<file path="src/rtl/rps_pkg.sv">
package rps_pkg;

	typedef enum logic [2:0] {
		REQ_TICK,
		REQ_PREEMPT,
		REQ_YIELD,
		REQ_BLOCK,
		REQ_WAKE,
		REQ_READY,
		REQ_RAISE
	} req_code_t;

	localparam logic [2:0] CFG_AGING_EN     = 3'd0;
	localparam logic [2:0] CFG_AGING_PERIOD = 3'd1;
	localparam logic [2:0] CFG_AGING_LIMIT  = 3'd2;
	localparam logic [2:0] CFG_ROUND_ROBIN  = 3'd3;
	localparam logic [2:0] CFG_TICK_START   = 3'd4;

	localparam logic [15:0] WAIT_FOREVER     = 16'hFFFF;
	localparam logic [15:0] AGING_PERIOD_RST = 16'd16;
	localparam logic [7:0]  AGING_LIMIT_RST  = 8'd128;

	typedef enum logic [1:0] {
		ST_DORMANT,
		ST_READY,
		ST_RUNNING,
		ST_BLOCKED
	} task_st_t;

	typedef struct packed {
		logic [2:0]  req_type;
		logic [2:0]  task_id;
		logic [2:0]  queue_id;
		logic [15:0] timeout;
		logic [7:0]  new_priority;
		logic [7:0]  wake_result;
	} req_item_t;

	typedef struct packed {
		logic [2:0]  running_task;
		logic        switched;
		logic [7:0]  resume_result;
		logic        block_refused;
		logic [15:0] tick_now;
	} rsp_item_t;

	typedef enum logic [3:0] {
		CMD_NONE,
		CMD_LOAD,
		CMD_TICK_INC,
		CMD_WAKE_HEAD,
		CMD_AGE_SETTLE,
		CMD_AGE_PASS,
		CMD_SCHED_INS,
		CMD_DISPATCH,
		CMD_BLOCK,
		CMD_WAKE,
		CMD_MAKE_READY,
		CMD_RAISE,
		CMD_RQ_INS
	} dp_op_t;

	typedef struct packed {
		dp_op_t op;
		logic   out_load;
	} dp_cmd_t;

	typedef struct packed {
		logic [2:0] req_type;
		logic       timer_due;
		logic       aging_en;
		logic       age_zero;
		logic       preempt;
		logic       block_ok;
		logic       requeue;
	} dp_status_t;

endpackage

</file>
<file path="src/rtl/rps_ctrl.sv">
module rps_ctrl import rps_pkg::*; (
	input  logic       clk,
	input  logic       arst_n,
	input  logic       in_valid,
	input  logic       out_free,
	input  dp_status_t status,
	output logic       in_ready,
	output dp_cmd_t    cmd
);

	typedef enum logic [3:0] {
		S_IDLE,
		S_DECODE,
		S_TICK,
		S_TIMER,
		S_AGE_SETTLE,
		S_AGE_PASS,
		S_SCHED,
		S_DISPATCH,
		S_BLOCK,
		S_RQ_INS,
		S_DONE
	} state_t;

	state_t state_q;

	assign in_ready = (state_q == S_IDLE);

	always_comb begin
		cmd.op = CMD_NONE;
		cmd.out_load = 1'b0;
		case (state_q)
			S_IDLE: begin
				if (in_valid) cmd.op = CMD_LOAD;
			end
			S_DECODE: begin
				case (status.req_type)
					REQ_WAKE:  cmd.op = CMD_WAKE;
					REQ_READY: cmd.op = CMD_MAKE_READY;
					REQ_RAISE: cmd.op = CMD_RAISE;
					default:   cmd.op = CMD_NONE;
				endcase
			end
			S_TICK:       cmd.op = CMD_TICK_INC;
			S_TIMER: begin
				if (status.timer_due) cmd.op = CMD_WAKE_HEAD;
			end
			S_AGE_SETTLE: cmd.op = CMD_AGE_SETTLE;
			S_AGE_PASS:   cmd.op = CMD_AGE_PASS;
			S_SCHED: begin
				if (status.preempt) cmd.op = CMD_SCHED_INS;
			end
			S_DISPATCH:   cmd.op = CMD_DISPATCH;
			S_BLOCK:      cmd.op = CMD_BLOCK;
			S_RQ_INS:     cmd.op = CMD_RQ_INS;
			S_DONE:       cmd.out_load = out_free;
			default:      cmd.op = CMD_NONE;
		endcase
	end

	always_ff @(posedge clk or negedge arst_n) begin
		if (!arst_n) begin
			state_q <= S_IDLE;
		end else begin
			case (state_q)
				S_IDLE: begin
					if (in_valid) state_q <= S_DECODE;
				end
				S_DECODE: begin
					case (status.req_type)
						REQ_TICK:    state_q <= S_TICK;
						REQ_PREEMPT: state_q <= S_SCHED;
						REQ_YIELD:   state_q <= S_SCHED;
						REQ_BLOCK:   state_q <= S_BLOCK;
						REQ_RAISE:   state_q <= status.requeue ? S_RQ_INS : S_DONE;
						default:     state_q <= S_DONE;
					endcase
				end
				S_TICK: state_q <= S_TIMER;
				S_TIMER: begin
					if (!status.timer_due) begin
						state_q <= status.aging_en ? S_AGE_SETTLE : S_SCHED;
					end
				end
				S_AGE_SETTLE: state_q <= status.age_zero ? S_AGE_PASS : S_SCHED;
				S_AGE_PASS:   state_q <= S_SCHED;
				S_SCHED:      state_q <= status.preempt ? S_DISPATCH : S_DONE;
				S_BLOCK:      state_q <= status.block_ok ? S_DISPATCH : S_DONE;
				S_DISPATCH:   state_q <= S_DONE;
				S_RQ_INS:     state_q <= S_DONE;
				S_DONE: begin
					if (out_free) state_q <= S_IDLE;
				end
				default: state_q <= S_IDLE;
			endcase
		end
	end

endmodule

</file>
<file path="config.mk">
export PLATFORM = sky130hd
export DESIGN_NAME = rps_ctrl
export DESIGN_NICKNAME = d
export VERILOG_FILES = /design/src/rtl/rps_pkg.sv /design/src/rtl/rps_ctrl.sv
export SDC_FILE = /design/constraint.sdc
export NUM_CORES = 1
export LEC_CHECK = 0
export ABC_AREA = 0
export BUFFER_PORTS_ARGS = -buffer_cell sky130_fd_sc_hd__clkbuf_2
export CORE_UTILIZATION = 27
export CTS_CLUSTER_DIAMETER = 50
export DETAILED_ROUTE_END_ITERATION = 12
export GPL_ROUTABILITY_DRIVEN = 0
export GPL_TIMING_DRIVEN = 1
export HOLD_SLACK_MARGIN = 0.12
export PLACE_DENSITY = 0.49
export SLEW_MARGIN = 20
export SYNTH_ARGS = -nofsm -noshare
export SYNTH_HDL_FRONTEND = slang
export SYNTH_SLANG_ARGS = --single-unit
</file>
<file path="constraint.sdc">
create_clock -name clk -period 3.3 [get_ports clk]
set_clock_uncertainty 0.15 [all_clocks]
set_input_delay 0.33 -clock clk [delete_from_list [all_inputs] [get_ports clk]]
set_output_delay 0.33 -clock clk [all_outputs]
set_load 0.05 [all_outputs]
</file>
==> run summary <==
Synth Area in XOR/XNOR = 1.40%
area delta synth->final = 13.8%
largest net degree at the start of global routing = 21
hold path startpoint = status[5]
TritonCTS clock tree = done
clk slew on worst S/H paths = 0.04 ns
number of flip-flops in the largest register = 4
Required @ worst endpoint = 2.82 ns
vias post-DR = 662
Layout Nets = 114
total global-route track usage = 14.0%
share of the synthesized area in the top cell type = 16.0%
Reg2Reg Depth = 3
Worst slew margin = 56.1%
synthesis-stage register bit count = 4
PwrDens = 934 nW/um2
dpl cells = 123
Worst Max-Slew Pin Slew = 0.658 ns
maximum vdd drop = 0.000434 V
Primary FF master, synth = dfrtp_1
drt drc = 0
total routed wirelength = 1570 um
Placed Area = 681 um2
final worst setup slack = 0.913 ns
R2R Path Start = state_q[1]$_DFFE_PN0P_
Skew-Pair Late Insertion Delay = 0.23 ns
period utilisation layout = 72.3%
Mapped Cells = 83
fraction of synthesized area in multiplexers = 0%
vias in the first global route = 604
Min Hold Slack = 0.250 ns
synth top area cells = dfrtp_1 (16%), buf_6 (9.0%), nor2_1 (5.4%)
DP Wirelength = 1220 um
Final min period = 2.39 ns
initial antenna violation count = 0
Max Cap Viol = 0
Die Area = 2520 um2
Root Buffer = clkbuf_4
# IOs = 19
maximum buffer depth of the clock tree = 2
mapped cell area = 627 um2
Mapped Nets = 96
drt pass-1 iters = 4
TritonCTS buffer count = 3
worst path buffer plus inverter count = 2
Hold Crit Class = input pin to flip-flop
antenna-violating nets left = 0
FF-to-FF End = state_q[0]$_DFFE_PN0P_
Diodes inserted = 0
outcome = finished clean
Compound-Gate Fraction of Synth Area = 25.5%
setup bufs post-CTS = 0
Largest regs = state_q x4
fin. max-slew vios = 0
hold_buf cts = 1
Post-synth top cells = nor2_1 (9), nand2_1 (8), buf_6 (5), nand2b_1 (5), o21ai_1 (5)
Core Box Area = 2190 um2
FP Rows = 17
Seq/Total Area, Yosys = 16.0%
final setup fails = 0
Syn Area/Cell = 7.55 um2
Max FO, Critical Path = 20
Layout Utilization = 32.6%
Yosys top cell by area = dfrtp_1
CP delay by family, top = flip-flops
non-filler instance count after layout = 127
die height = 50.2 um
FMAX = 419 MHz
Worst path depth = 5
Worst setup EP type = primary output
wire per inst = 12.4 um
Chip Width = 50.2 um
fill count = 240
Max stage delay on crit path = 0.75 ns
Setup crit end = cmd[0]
async set or reset register ratio after synthesis = 100%
startpoint types = flip-flop
EDFF count, synth = 0
Critical-path top delay cell = dfrtp_1
post-DR vias/cell = 5.21
layout cells sized above 1 = 28.3%
endpoints failing hold = 0
total power = 0.666 mW
crit path launch = state_q[1]$_DFFE_PN0P_
CTS H-tree depth = 1
crit path cell chain = inv_1, nor2_1, nand2_1, nor3_1, clkbuf_2
PostCTS Resize Cnt = 0
design area = 713 um2
RSZ-0062 raised after global routing = false
number of I/O port buffers = 18
worst path arrival time = 1.91 ns
Unique masters post-synth = 38
post-synthesis simple-gate area fraction = 42.1%
combinational family with the most area after synthesis = simple AND/OR/NAND/NOR gates
first-pass GRT wire length = 2690 um
Starting Density = 28.6%
Overflow after GRT = 0
synth warn = 0
flop-to-flop setup slack = 1.60 ns
Detailed Route Iter0 Violations = 13
setup TNS = 0 ns
adder-cell area share of the yosys netlist = 0%
leakage power total = 0.304 nW
clock tree sinks = 4
Place WS = 1.14 ns
Setup CP Type = flip-flop to primary output
top-count cell post-synth = nor2_1
Top reg by flops = state_q
-- cells in the final DEF, fill, tap and decap left out, drive strengths merged, types with 2 or more instances in the layout --
cell     n
clkbuf  21
nor2    11
nand2    8
o21ai    7
nand2b   5
inv      4
o22ai    4
dfrtp    4
nor3     4
a21oi    3
nand3    3
o32ai    2
and3b    2
nor2b    2
-- worst reg2reg max path, stage by stage, from the launching register on --
cell	delay, ns
dfrtp_1	0.75
nor2_2	0.17
o311ai_1	0.38
o21ai_1	0.12
-- area by class of cell --
class | count | area, um2 | area share, %
clock buffer | 3 | 22.5 | 3.16
tap | 28 | 35.0 | 4.91
sequential | 4 | 100 | 14.0
timing repair buffer | 20 | 108 | 15.1
multi-input combinational | 68 | 433 | 60.7
inverter | 4 | 15.0 | 2.11
-- cells by family (layout without fill, tap and decap cells) --
logic type	count (synthesis)	in the layout
AOI/OAI and AO/OA	24	24
and+or+nand+nor	43	43
buffers and inverters	11	27
xor gates and xnor gates	1	1
DFF	4	4
-- worst min-delay path by stage --
stage                        endpoint  slack [ns]  cells after the start
2_1_floorplan  state_q[0]$_DFFE_PN0P_       -0.12                      0
3_3_place_gp   state_q[1]$_DFFE_PN0P_       -0.01                      1
3_5_place_dp   state_q[2]$_DFFE_PN0P_       -0.01                      1
4_1_cts        state_q[0]$_DFFE_PN0P_        0.24                      3
5_1_grt        state_q[0]$_DFFE_PN0P_        0.26                      3
6_report       state_q[0]$_DFFE_PN0P_        0.25                      3
-- metal layers --
layer	vias to the layer above	global-route usage, %	routed length [um]	part of all wire [%]
li1	335	-	-	-
met4	0	4.29	0	0
met2	16	22.0	707	45
met1	311	18.4	809	51
met5	-	0	0	0
met3	0	3.64	55	3.5
-- report_power, final --
group	switching [mW]	internal (mW)
clock network	0.0202	0.0407
registers	0.0906	0.0700
logic	0.286	0.159
No activity file was read; power rests on OpenSTA's default activity.
