File: src/rtl/rps_pkg.sv
package rps_pkg;

	typedef enum logic [2:0] {
		REQ_TICK,
		REQ_PREEMPT,
		REQ_YIELD,
		REQ_BLOCK,
		REQ_WAKE,
		REQ_READY,
		REQ_RAISE
	} req_code_t;

	localparam logic [2:0] CFG_AGING_EN     = 3'd0;
	localparam logic [2:0] CFG_AGING_PERIOD = 3'd1;
	localparam logic [2:0] CFG_AGING_LIMIT  = 3'd2;
	localparam logic [2:0] CFG_ROUND_ROBIN  = 3'd3;
	localparam logic [2:0] CFG_TICK_START   = 3'd4;

	localparam logic [15:0] WAIT_FOREVER     = 16'hFFFF;
	localparam logic [15:0] AGING_PERIOD_RST = 16'd16;
	localparam logic [7:0]  AGING_LIMIT_RST  = 8'd128;

	typedef enum logic [1:0] {
		ST_DORMANT,
		ST_READY,
		ST_RUNNING,
		ST_BLOCKED
	} task_st_t;

	typedef struct packed {
		logic [2:0]  req_type;
		logic [2:0]  task_id;
		logic [2:0]  queue_id;
		logic [15:0] timeout;
		logic [7:0]  new_priority;
		logic [7:0]  wake_result;
	} req_item_t;

	typedef struct packed {
		logic [2:0]  running_task;
		logic        switched;
		logic [7:0]  resume_result;
		logic        block_refused;
		logic [15:0] tick_now;
	} rsp_item_t;

	typedef enum logic [3:0] {
		CMD_NONE,
		CMD_LOAD,
		CMD_TICK_INC,
		CMD_WAKE_HEAD,
		CMD_AGE_SETTLE,
		CMD_AGE_PASS,
		CMD_SCHED_INS,
		CMD_DISPATCH,
		CMD_BLOCK,
		CMD_WAKE,
		CMD_MAKE_READY,
		CMD_RAISE,
		CMD_RQ_INS
	} dp_op_t;

	typedef struct packed {
		dp_op_t op;
		logic   out_load;
	} dp_cmd_t;

	typedef struct packed {
		logic [2:0] req_type;
		logic       timer_due;
		logic       aging_en;
		logic       age_zero;
		logic       preempt;
		logic       block_ok;
		logic       requeue;
	} dp_status_t;

endpackage

File: src/rtl/rps_datapath.sv
module rps_datapath import rps_pkg::*; #(
	parameter int NUM_TASKS = 8,
	parameter int TICK_BITS = 16
) (
	input  logic        clk,
	input  logic        arst_n,
	input  dp_cmd_t     cmd,
	input  req_item_t   req_in,
	input  logic        cfg_we,
	input  logic [2:0]  cfg_index,
	input  logic [15:0] cfg_data,
	output dp_status_t  status,
	output rsp_item_t   result
);

	localparam int SW = (NUM_TASKS > 1) ? $clog2(NUM_TASKS) : 1;
	localparam int CW = $clog2(NUM_TASKS + 1);
	localparam int TB = TICK_BITS;

	logic            aging_en_q;
	logic [15:0]     period_q;
	logic [7:0]      limit_q;
	logic            rr_q;

	req_item_t       req_q;
	logic [SW-1:0]   before_q;
	logic            refused_q;

	logic [SW-1:0]   cur_q;
	logic [TB-1:0]   counter_q;
	logic [15:0]     agecnt_q;
	logic [7:0]      prio_q [NUM_TASKS];
	logic [7:0]      base_q [NUM_TASKS];
	task_st_t        st_q [NUM_TASKS];
	logic            timed_q [NUM_TASKS];
	logic [TB-1:0]   wake_q [NUM_TASKS];
	logic [7:0]      res_q [NUM_TASKS];
	logic [SW-1:0]   rdy_q [NUM_TASKS];
	logic [CW-1:0]   rdy_n_q;
	logic [SW-1:0]   tmr_q [NUM_TASKS];
	logic [CW-1:0]   tmr_n_q;

	logic [SW-1:0]   slot_req;
	logic            tid_ok;
	task_st_t        req_st;
	logic [SW-1:0]   head;
	logic            rdy_nz;
	logic            ycur;
	logic [7:0]      settled;
	logic            preempt;
	logic            block_ok;
	logic            wake_ok;
	logic            ready_ok;
	logic            raise_ok;

	logic [SW-1:0]   ins_slot;
	logic [7:0]      ins_key;
	logic [CW-1:0]   ins_pos;
	logic [SW-1:0]   rdy_ins [NUM_TASKS];
	logic [SW-1:0]   rm_slot;
	logic [CW-1:0]   rm_pos;
	logic [SW-1:0]   rdy_rm [NUM_TASKS];
	logic [CW-1:0]   tins_pos;
	logic [SW-1:0]   tmr_ins [NUM_TASKS];
	logic [SW-1:0]   trm_slot;
	logic [CW-1:0]   trm_pos;
	logic [SW-1:0]   tmr_rm [NUM_TASKS];
	logic [TB-1:0]   wake_new;

	assign slot_req = SW'(req_q.task_id);
	assign tid_ok   = (32'(req_q.task_id) < NUM_TASKS);
	assign req_st   = st_q[slot_req];
	assign head     = rdy_q[0];
	assign rdy_nz   = (rdy_n_q != '0);
	assign ycur     = (req_q.req_type == REQ_TICK) ? rr_q : (req_q.req_type == REQ_YIELD);
	assign settled  = aging_en_q ? base_q[cur_q] : prio_q[cur_q];
	assign preempt  = rdy_nz && (8'(prio_q[head] + {7'b0, ycur}) > prio_q[cur_q]);
	assign block_ok = (cur_q != '0) && rdy_nz;
	assign wake_ok  = tid_ok && (req_st == ST_BLOCKED || req_st == ST_DORMANT);
	assign ready_ok = tid_ok && (req_st == ST_DORMANT);
	assign raise_ok = tid_ok && (prio_q[slot_req] < req_q.new_priority);
	assign wake_new = TB'(32'(counter_q) + 32'(req_q.timeout));

	assign status.req_type  = req_q.req_type;
	assign status.timer_due = (tmr_n_q != '0) && (wake_q[tmr_q[0]] == counter_q);
	assign status.aging_en  = aging_en_q;
	assign status.age_zero  = (agecnt_q == 16'd1);
	assign status.preempt   = preempt;
	assign status.block_ok  = block_ok;
	assign status.requeue   = raise_ok && (req_st == ST_READY);

	assign result.running_task  = 3'(cur_q);
	assign result.switched      = (cur_q != before_q);
	assign result.resume_result = res_q[cur_q];
	assign result.block_refused = refused_q;
	assign result.tick_now      = 16'(counter_q);

	always_comb begin
		case (cmd.op)
			CMD_WAKE_HEAD: begin
				ins_slot = tmr_q[0];
				ins_key  = prio_q[tmr_q[0]];
			end
			CMD_MAKE_READY: begin
				ins_slot = slot_req;
				ins_key  = req_q.new_priority;
			end
			CMD_SCHED_INS: begin
				ins_slot = cur_q;
				ins_key  = 8'(settled + 8'd1 - {7'b0, ycur});
			end
			default: begin
				ins_slot = slot_req;
				ins_key  = prio_q[slot_req];
			end
		endcase
		rm_slot  = (cmd.op == CMD_DISPATCH) ? head : slot_req;
		trm_slot = (cmd.op == CMD_WAKE_HEAD) ? tmr_q[0] : slot_req;
	end

	always_comb begin
		logic ins_found;
		logic rm_found;
		logic tins_found;
		logic trm_found;
		ins_found  = 1'b0;
		rm_found   = 1'b0;
		tins_found = 1'b0;
		trm_found  = 1'b0;
		ins_pos    = rdy_n_q;
		rm_pos     = rdy_n_q;
		tins_pos   = tmr_n_q;
		trm_pos    = tmr_n_q;
		for (int i = 0; i < NUM_TASKS; i++) begin
			if (!ins_found && CW'(i) < rdy_n_q && prio_q[rdy_q[i]] < ins_key) begin
				ins_pos   = CW'(i);
				ins_found = 1'b1;
			end
			if (!rm_found && CW'(i) < rdy_n_q && rdy_q[i] == rm_slot) begin
				rm_pos   = CW'(i);
				rm_found = 1'b1;
			end
			if (!tins_found && CW'(i) < tmr_n_q &&
			    32'(TB'(wake_q[tmr_q[i]] - counter_q)) > 32'(req_q.timeout)) begin
				tins_pos   = CW'(i);
				tins_found = 1'b1;
			end
			if (!trm_found && CW'(i) < tmr_n_q && tmr_q[i] == trm_slot) begin
				trm_pos   = CW'(i);
				trm_found = 1'b1;
			end
		end
	end

	always_comb begin
		for (int j = 0; j < NUM_TASKS; j++) begin
			if (CW'(j) < ins_pos) begin
				rdy_ins[j] = rdy_q[j];
			end else if (CW'(j) == ins_pos || j == 0) begin
				rdy_ins[j] = ins_slot;
			end else begin
				rdy_ins[j] = rdy_q[j-1];
			end
			if (CW'(j) < tins_pos) begin
				tmr_ins[j] = tmr_q[j];
			end else if (CW'(j) == tins_pos || j == 0) begin
				tmr_ins[j] = cur_q;
			end else begin
				tmr_ins[j] = tmr_q[j-1];
			end
			if (CW'(j) < rm_pos || j + 1 >= NUM_TASKS) begin
				rdy_rm[j] = rdy_q[j];
			end else begin
				rdy_rm[j] = rdy_q[j+1];
			end
			if (CW'(j) < trm_pos || j + 1 >= NUM_TASKS) begin
				tmr_rm[j] = tmr_q[j];
			end else begin
				tmr_rm[j] = tmr_q[j+1];
			end
		end
	end

	always_ff @(posedge clk) begin
		if (cmd.op == CMD_LOAD) begin
			req_q    <= req_in;
			before_q <= cur_q;
		end
		if (cmd.op == CMD_BLOCK && block_ok && req_q.timeout != WAIT_FOREVER) begin
			wake_q[cur_q] <= wake_new;
		end
	end

	always_ff @(posedge clk or negedge arst_n) begin
		if (!arst_n) begin
			aging_en_q <= 1'b1;
			period_q   <= AGING_PERIOD_RST;
			limit_q    <= AGING_LIMIT_RST;
			rr_q       <= 1'b1;
			refused_q  <= 1'b0;
			cur_q      <= '0;
			counter_q  <= '0;
			agecnt_q   <= AGING_PERIOD_RST;
			rdy_n_q    <= '0;
			tmr_n_q    <= '0;
			for (int t = 0; t < NUM_TASKS; t++) begin
				prio_q[t]  <= '0;
				base_q[t]  <= '0;
				st_q[t]    <= (t == 0) ? ST_RUNNING : ST_DORMANT;
				timed_q[t] <= 1'b0;
				res_q[t]   <= '0;
				rdy_q[t]   <= '0;
				tmr_q[t]   <= '0;
			end
		end else begin
			if (cfg_we) begin
				case (cfg_index)
					CFG_AGING_EN:     aging_en_q <= cfg_data[0];
					CFG_AGING_PERIOD: period_q   <= cfg_data;
					CFG_AGING_LIMIT:  limit_q    <= cfg_data[7:0];
					CFG_ROUND_ROBIN:  rr_q       <= cfg_data[0];
					CFG_TICK_START:   ;
					default:          ;
				endcase
			end
			case (cmd.op)
				CMD_LOAD: refused_q <= 1'b0;
				CMD_TICK_INC: counter_q <= counter_q + 1'b1;
				CMD_WAKE_HEAD: begin
					res_q[tmr_q[0]]   <= '0;
					st_q[tmr_q[0]]    <= ST_READY;
					timed_q[tmr_q[0]] <= 1'b0;
					tmr_q             <= tmr_rm;
					tmr_n_q           <= tmr_n_q - 1'b1;
					rdy_q             <= rdy_ins;
					rdy_n_q           <= rdy_n_q + 1'b1;
				end
				CMD_AGE_SETTLE: begin
					prio_q[cur_q] <= base_q[cur_q];
					agecnt_q      <= (agecnt_q == 16'd1) ? period_q : agecnt_q - 16'd1;
				end
				CMD_AGE_PASS: begin
					for (int t = 0; t < NUM_TASKS; t++) begin
						if (st_q[t] == ST_READY && prio_q[t] != '0 && prio_q[t] < limit_q &&
						    {1'b0, prio_q[t]} + {8'b0, rr_q} <= {1'b0, prio_q[cur_q]}) begin
							prio_q[t] <= prio_q[t] + 8'd1;
						end
					end
				end
				CMD_SCHED_INS: begin
					if (preempt) begin
						prio_q[cur_q]  <= settled;
						st_q[cur_q]    <= ST_READY;
						timed_q[cur_q] <= 1'b0;
						rdy_q          <= rdy_ins;
						rdy_n_q        <= rdy_n_q + 1'b1;
					end
				end
				CMD_DISPATCH: begin
					if (rdy_nz) begin
						cur_q         <= head;
						st_q[head]    <= ST_RUNNING;
						timed_q[head] <= 1'b0;
						rdy_q         <= rdy_rm;
						rdy_n_q       <= rdy_n_q - 1'b1;
					end
				end
				CMD_BLOCK: begin
					if (block_ok) begin
						prio_q[cur_q] <= settled;
						st_q[cur_q]   <= ST_BLOCKED;
						if (req_q.timeout != WAIT_FOREVER) begin
							timed_q[cur_q] <= 1'b1;
							tmr_q          <= tmr_ins;
							tmr_n_q        <= tmr_n_q + 1'b1;
						end
					end else begin
						refused_q <= 1'b1;
					end
				end
				CMD_WAKE: begin
					if (wake_ok) begin
						res_q[slot_req]   <= req_q.wake_result;
						st_q[slot_req]    <= ST_READY;
						timed_q[slot_req] <= 1'b0;
						if (timed_q[slot_req]) begin
							tmr_q   <= tmr_rm;
							tmr_n_q <= tmr_n_q - 1'b1;
						end
						rdy_q   <= rdy_ins;
						rdy_n_q <= rdy_n_q + 1'b1;
					end
				end
				CMD_MAKE_READY: begin
					if (ready_ok) begin
						prio_q[slot_req]  <= req_q.new_priority;
						base_q[slot_req]  <= req_q.new_priority;
						st_q[slot_req]    <= ST_READY;
						timed_q[slot_req] <= 1'b0;
						rdy_q             <= rdy_ins;
						rdy_n_q           <= rdy_n_q + 1'b1;
					end
				end
				CMD_RAISE: begin
					if (raise_ok) begin
						prio_q[slot_req] <= req_q.new_priority;
						if (req_st == ST_READY) begin
							rdy_q   <= rdy_rm;
							rdy_n_q <= rdy_n_q - 1'b1;
						end
					end
				end
				CMD_RQ_INS: begin
					rdy_q   <= rdy_ins;
					rdy_n_q <= rdy_n_q + 1'b1;
				end
				default: ;
			endcase
		end
	end

endmodule
File: config.mk
export PLATFORM = sky130hd
export DESIGN_NAME = rps_datapath
export DESIGN_NICKNAME = d
export VERILOG_FILES = /design/src/rtl/rps_pkg.sv /design/src/rtl/rps_datapath.sv
export SDC_FILE = /design/constraint.sdc
export NUM_CORES = 2
export LEC_CHECK = 0
export BUFFER_PORTS_ARGS = -buffer_cell sky130_fd_sc_hd__buf_2
export CAP_MARGIN = 20
export CORE_MARGIN = 5
export CORE_UTILIZATION = 35
export CTS_BUF_LIST = sky130_fd_sc_hd__clkbuf_2 sky130_fd_sc_hd__clkbuf_4 sky130_fd_sc_hd__clkbuf_8
export DETAILED_ROUTE_END_ITERATION = 10
export SLEW_MARGIN = 30
export SYNTH_ARGS = -nofsm -noshare
export SYNTH_HDL_FRONTEND = slang
export SYNTH_SLANG_ARGS = --single-unit
File: constraint.sdc
create_clock -name clk -period 23.8 [get_ports clk]
set_clock_uncertainty 0.2 [all_clocks]
set_input_delay 7.14 -clock clk [delete_from_list [all_inputs] [get_ports clk]]
set_output_delay 7.14 -clock clk [all_outputs]
set_load 0.005 [all_outputs]
==> parameters.txt <==
Parameter                              Value

Run status
  Outcome    complete, no violations

Synth
  Combinational family with the most area after synthesis    multiplexers
  Number of enable flip-flop cells after synthesis    around 170
  Ranking of synthesized cells by area    sky130_fd_sc_hd__dfrtp_1 (16%), sky130_fd_sc_hd__mux4_2 (15%), sky130_fd_sc_hd__ha_1 (12%)
  Flip-flop cell with the highest count after synthesis    sky130_fd_sc_hd__dfrtp_1
  Arithmetic-cell share of the synthesized area counting full adders, half adders and majority gates    0.1223
  Area leader, netlist    sky130_fd_sc_hd__dfrtp_1
  FFs w/ async S/R, synth    0.6640
  Commonest cells post-synth    sky130_fd_sc_hd__nand2_1 (523), sky130_fd_sc_hd__ha_1 (492), sky130_fd_sc_hd__o21ai_0 (367)
  Complex-gate fraction of the synthesized area    0.2023
  Warnings from Yosys    0
  Cells after Synth    between 5k and 6k
  Basic-gate share of the synthesized area counting and, or, nand and nor cells    0.1283
  Portion of synthesized cell area occupied by the leading cell type    0.1557
  Library cells used by synthesis    106
  Sequential area share after synthesis    0.2550
  Register bit count reported by yosys    just over 500
  Most frequent cell after synthesis    sky130_fd_sc_hd__nand2_1
  Share of cell area taken by muxes after synthesis    0.2061
  Avg Inst Size Synth    9.549 um^2
  Post-Synth XOR/XNOR Area    0.03889
  Summed instance area of the synthesized netlist    52700 um^2

Timing
  Final Critical Period    12840 ps
  Peak Freq    77.85 MHz
  Final setup margin    roughly 11000 ps
  Final TNS setup    0 ps
  Final-layout worst hold slack    around 280 ps
  Final-report max-slew violation count    0
  RSZ-0062 raised after global routing    no
  Transition time of the tightest slew-check pin    between 1000 and 1500 ps
  Final worst path period share    0.5397
  Number of hold-slack violations in the final timing report    0
  Setup violation total in the final timing report    0
  Relative slew slack    0.2193

GRT
  Met3 Resource Use GR    0.08529
  GR Layer Usage met1    0.3413
  Remaining global-route overflow    0
  Pin count of the biggest net entering global routing    161
  Gr busiest metal    met2
  Global-route wire length before repair    ~320000 um
  Total global routing track utilization    0.2705
  Antenna violations before repair    7
  Global routing usage on met2    0.4064
  Vias in the first global route    just under 50k

Route
  Drt initial violations    between 6k and 7k
  First drt pass iteration count    9
  DRC viols    0
  Detailed-route wire length    approximately 220000 um
  ANT nets after route    0
  Routed WL per cell    between 20 and 30 um
  Detailed-route via count    slightly below 50k
  Drt via density    roughly 6.5

Pwr
  Relative contribution of combinational cells to total power    0.716
  Design Power    8.565 mW
  Pleak    between 20 and 25 nW
  Switching power    approximately 4.4 mW
  Power density over cell area    147.6 nW/um^2
  Sequential Power Share    0.169
  Pint    approximately 4.2 mW
  Sw frac    0.5151
  Power share of the clock group    0.115
  IR Drop Worst-Case VDD    0.0001091 V

Clocking
  Number of cells upsized or downsized after cts    0
  H-tree depth    3
  Buffers inserted during post-CTS setup optimization    0
  Worst skew pair latency    930 ps
  CTS tree    built
  Number of CTS-inserted buffers    93
  Hold-fix buffers at CTS    0
  Root buf cell    sky130_fd_sc_hd__clkbuf_8
  Largest buffer count on any clock path    3
  Clk sinks    503
  Clock input transition at the sequential cells of the worst setup and hold paths    approximately 60 ps

Place
  HPWL after detailed placement    152600 um
  Dpl cells    roughly 7.4k
  Instance area at placement    55700 um^2
  Post-placement setup slack    about 11000 ps
  IO buf count    roughly 100
  Placer congestion estimate    between 1 and 1.5

Setup path
  Maximum net fanout on the critical path    24
  Worst setup EP type    primary output
  Cell at the slowest stage of the critical path    sky130_fd_sc_hd__dfrtp_2
  Worst endpoint required time    ~16000 ps
  Peak per-stage delay on the critical path    between 900 and 1000 ps
  Arrival time of data at the critical path endpoint    ~5500 ps
  Crit Path Class    flop to primary output
  Series of cell instances along the critical path    buf_4 -> nand2_1 -> nor2_2 -> buf_4 -> a22oi_1 -> nand4_1 -> inv_1 -> ha_1 -> o21a_1 -> o21a_1 -> o21bai_1 -> a21oi_1 -> buf_4 -> buf_2
  CP startpoint kind    flop
  Top cell by count, worst path    sky130_fd_sc_hd__buf_4
  Worst R2R Setup Slack    13690 ps

Cells and area
  Area of the multi-input gates    between 30000 and 40000 um^2
  Net count, final    between 6k and 7k
  Final core utilization    0.3875
  Footprint of the flip-flops and latches    13460 um^2
  # fillers    ~15k
  Number of standard cells in the final layout excluding fillers    ~7.6k
  Synthesis-to-layout area growth    10.11%
  Area of all placed cells without fillers    between 50000 and 60000 um^2
  Layout cells sized above 1    0.1915

Floorplan
  Placeable core region    149800 um^2
  Die X    around 400 um
  Area enclosed by the die boundary    roughly 160000 um^2
  Starting density of the core    0.3519
  Core Rows    approximately 140
  Total I/O pin count    ~110
  Chip height    around 400 um

Run
  Max-Cap Viols    0

Hold path
  Class of the tightest hold or removal check    flop to flop
area by class of cell:
| class | count | area share |
|---|---|---|
| multi-input cells | 4390 | 0.6380 |
| flip-flops and latches | 503 | 0.2319 |
| well taps | 2016 | 0.04347 |
| repair buffers | 277 | 0.03400 |
| clock buffers | 141 | 0.02956 |
| inverters | 233 | 0.01507 |
| clock inverters | 33 | 0.007589 |
| diodes | 10 | 0.0004312 |
worst max-delay path, delay by kind of cell, from the launching register on:
family          cells  cell delay, ps
flops               1             960
buf+inv             5            1650
compound gates      5             540
fa+ha+maj           1             510
simple gates        3             980
cell usage in the layout, fill, tap and decap left out, drive strengths merged, types with 60 or more instances in the layout:
cell type  Yosys  layout
xnor2        167     167
dfrtp        328     328
nor2b         68      68
o21ai        374     374
mux2i        107     107
nand3         96      96
nor3          80      80
inv          226     231
a21boi        60      60
buf           98     277
xor2          67      67
mux2         159     159
o22ai         82      82
nor2         308     308
nand4         93      93
edfxtp       169     169
a22o          93      93
mux4         355     355
o21a          88      88
nand2        523     523
ha           492     492
a22oi        143     143
a21oi        268     268
clkbuf       310     141
a21o          82      82
sequential cells by signal, indices dropped and copies added (netlist names), 4 cells and up:
register,cells
agecnt_q,16
base_q,64
counter_q,16
limit_q,8
period_q,16
prio_q,64
rdy_n_q,4
rdy_q,21
req_q,32
res_q,64
st_q,16
timed_q,8
tmr_n_q,4
tmr_q,24
wake_q,128
metal layers:
| layer | part of all wire | up-vias |
|---|---|---|
| met4 | 0.071 | 2 |
| met2 | 0.43 | 3270 |
| met3 | 0.13 | 838 |
| li1 | - | 21120 |
| met5 | 0.000045 | - |
| met1 | 0.38 | 24290 |
worst paths after layout:
path	startpoint	to	cells past startpoint
setup / recovery	cur_q[1]	status[2]	14
hold / removal	base_q[46]	base_q[46]	2
setup reg to reg	cur_q[1]	rdy_q[17]	32
hold reg to reg	base_q[46]	base_q[46]	2
max in group asynchronous	arst_n	counter_q[0]	3
min in group asynchronous	arst_n	period_q[13]	1
logic make-up after synthesis:
| group | count (synthesis) |
|---|---|
| xor gates and xnor gates | 234 |
| AOI/OAI and AO/OA | 1585 |
| other | 1 |
| muxes | 621 |
| DFF | 503 |
| adders and majority gates | 512 |
| and+or+nand+nor | 1422 |
| buffers and inverters | 641 |
power by group through the flow:
stage          clock [mW]  combinational (mW)  sequential (mW)
2_1_floorplan           0                4.35             1.19
3_3_place_gp            0                5.85             1.43
3_5_place_dp            0                5.95             1.44
4_1_cts              1.00                5.98             1.42
5_1_grt              1.04                6.63             1.45
6_report            0.986                6.13             1.45
(Power assumes the default switching activity.)
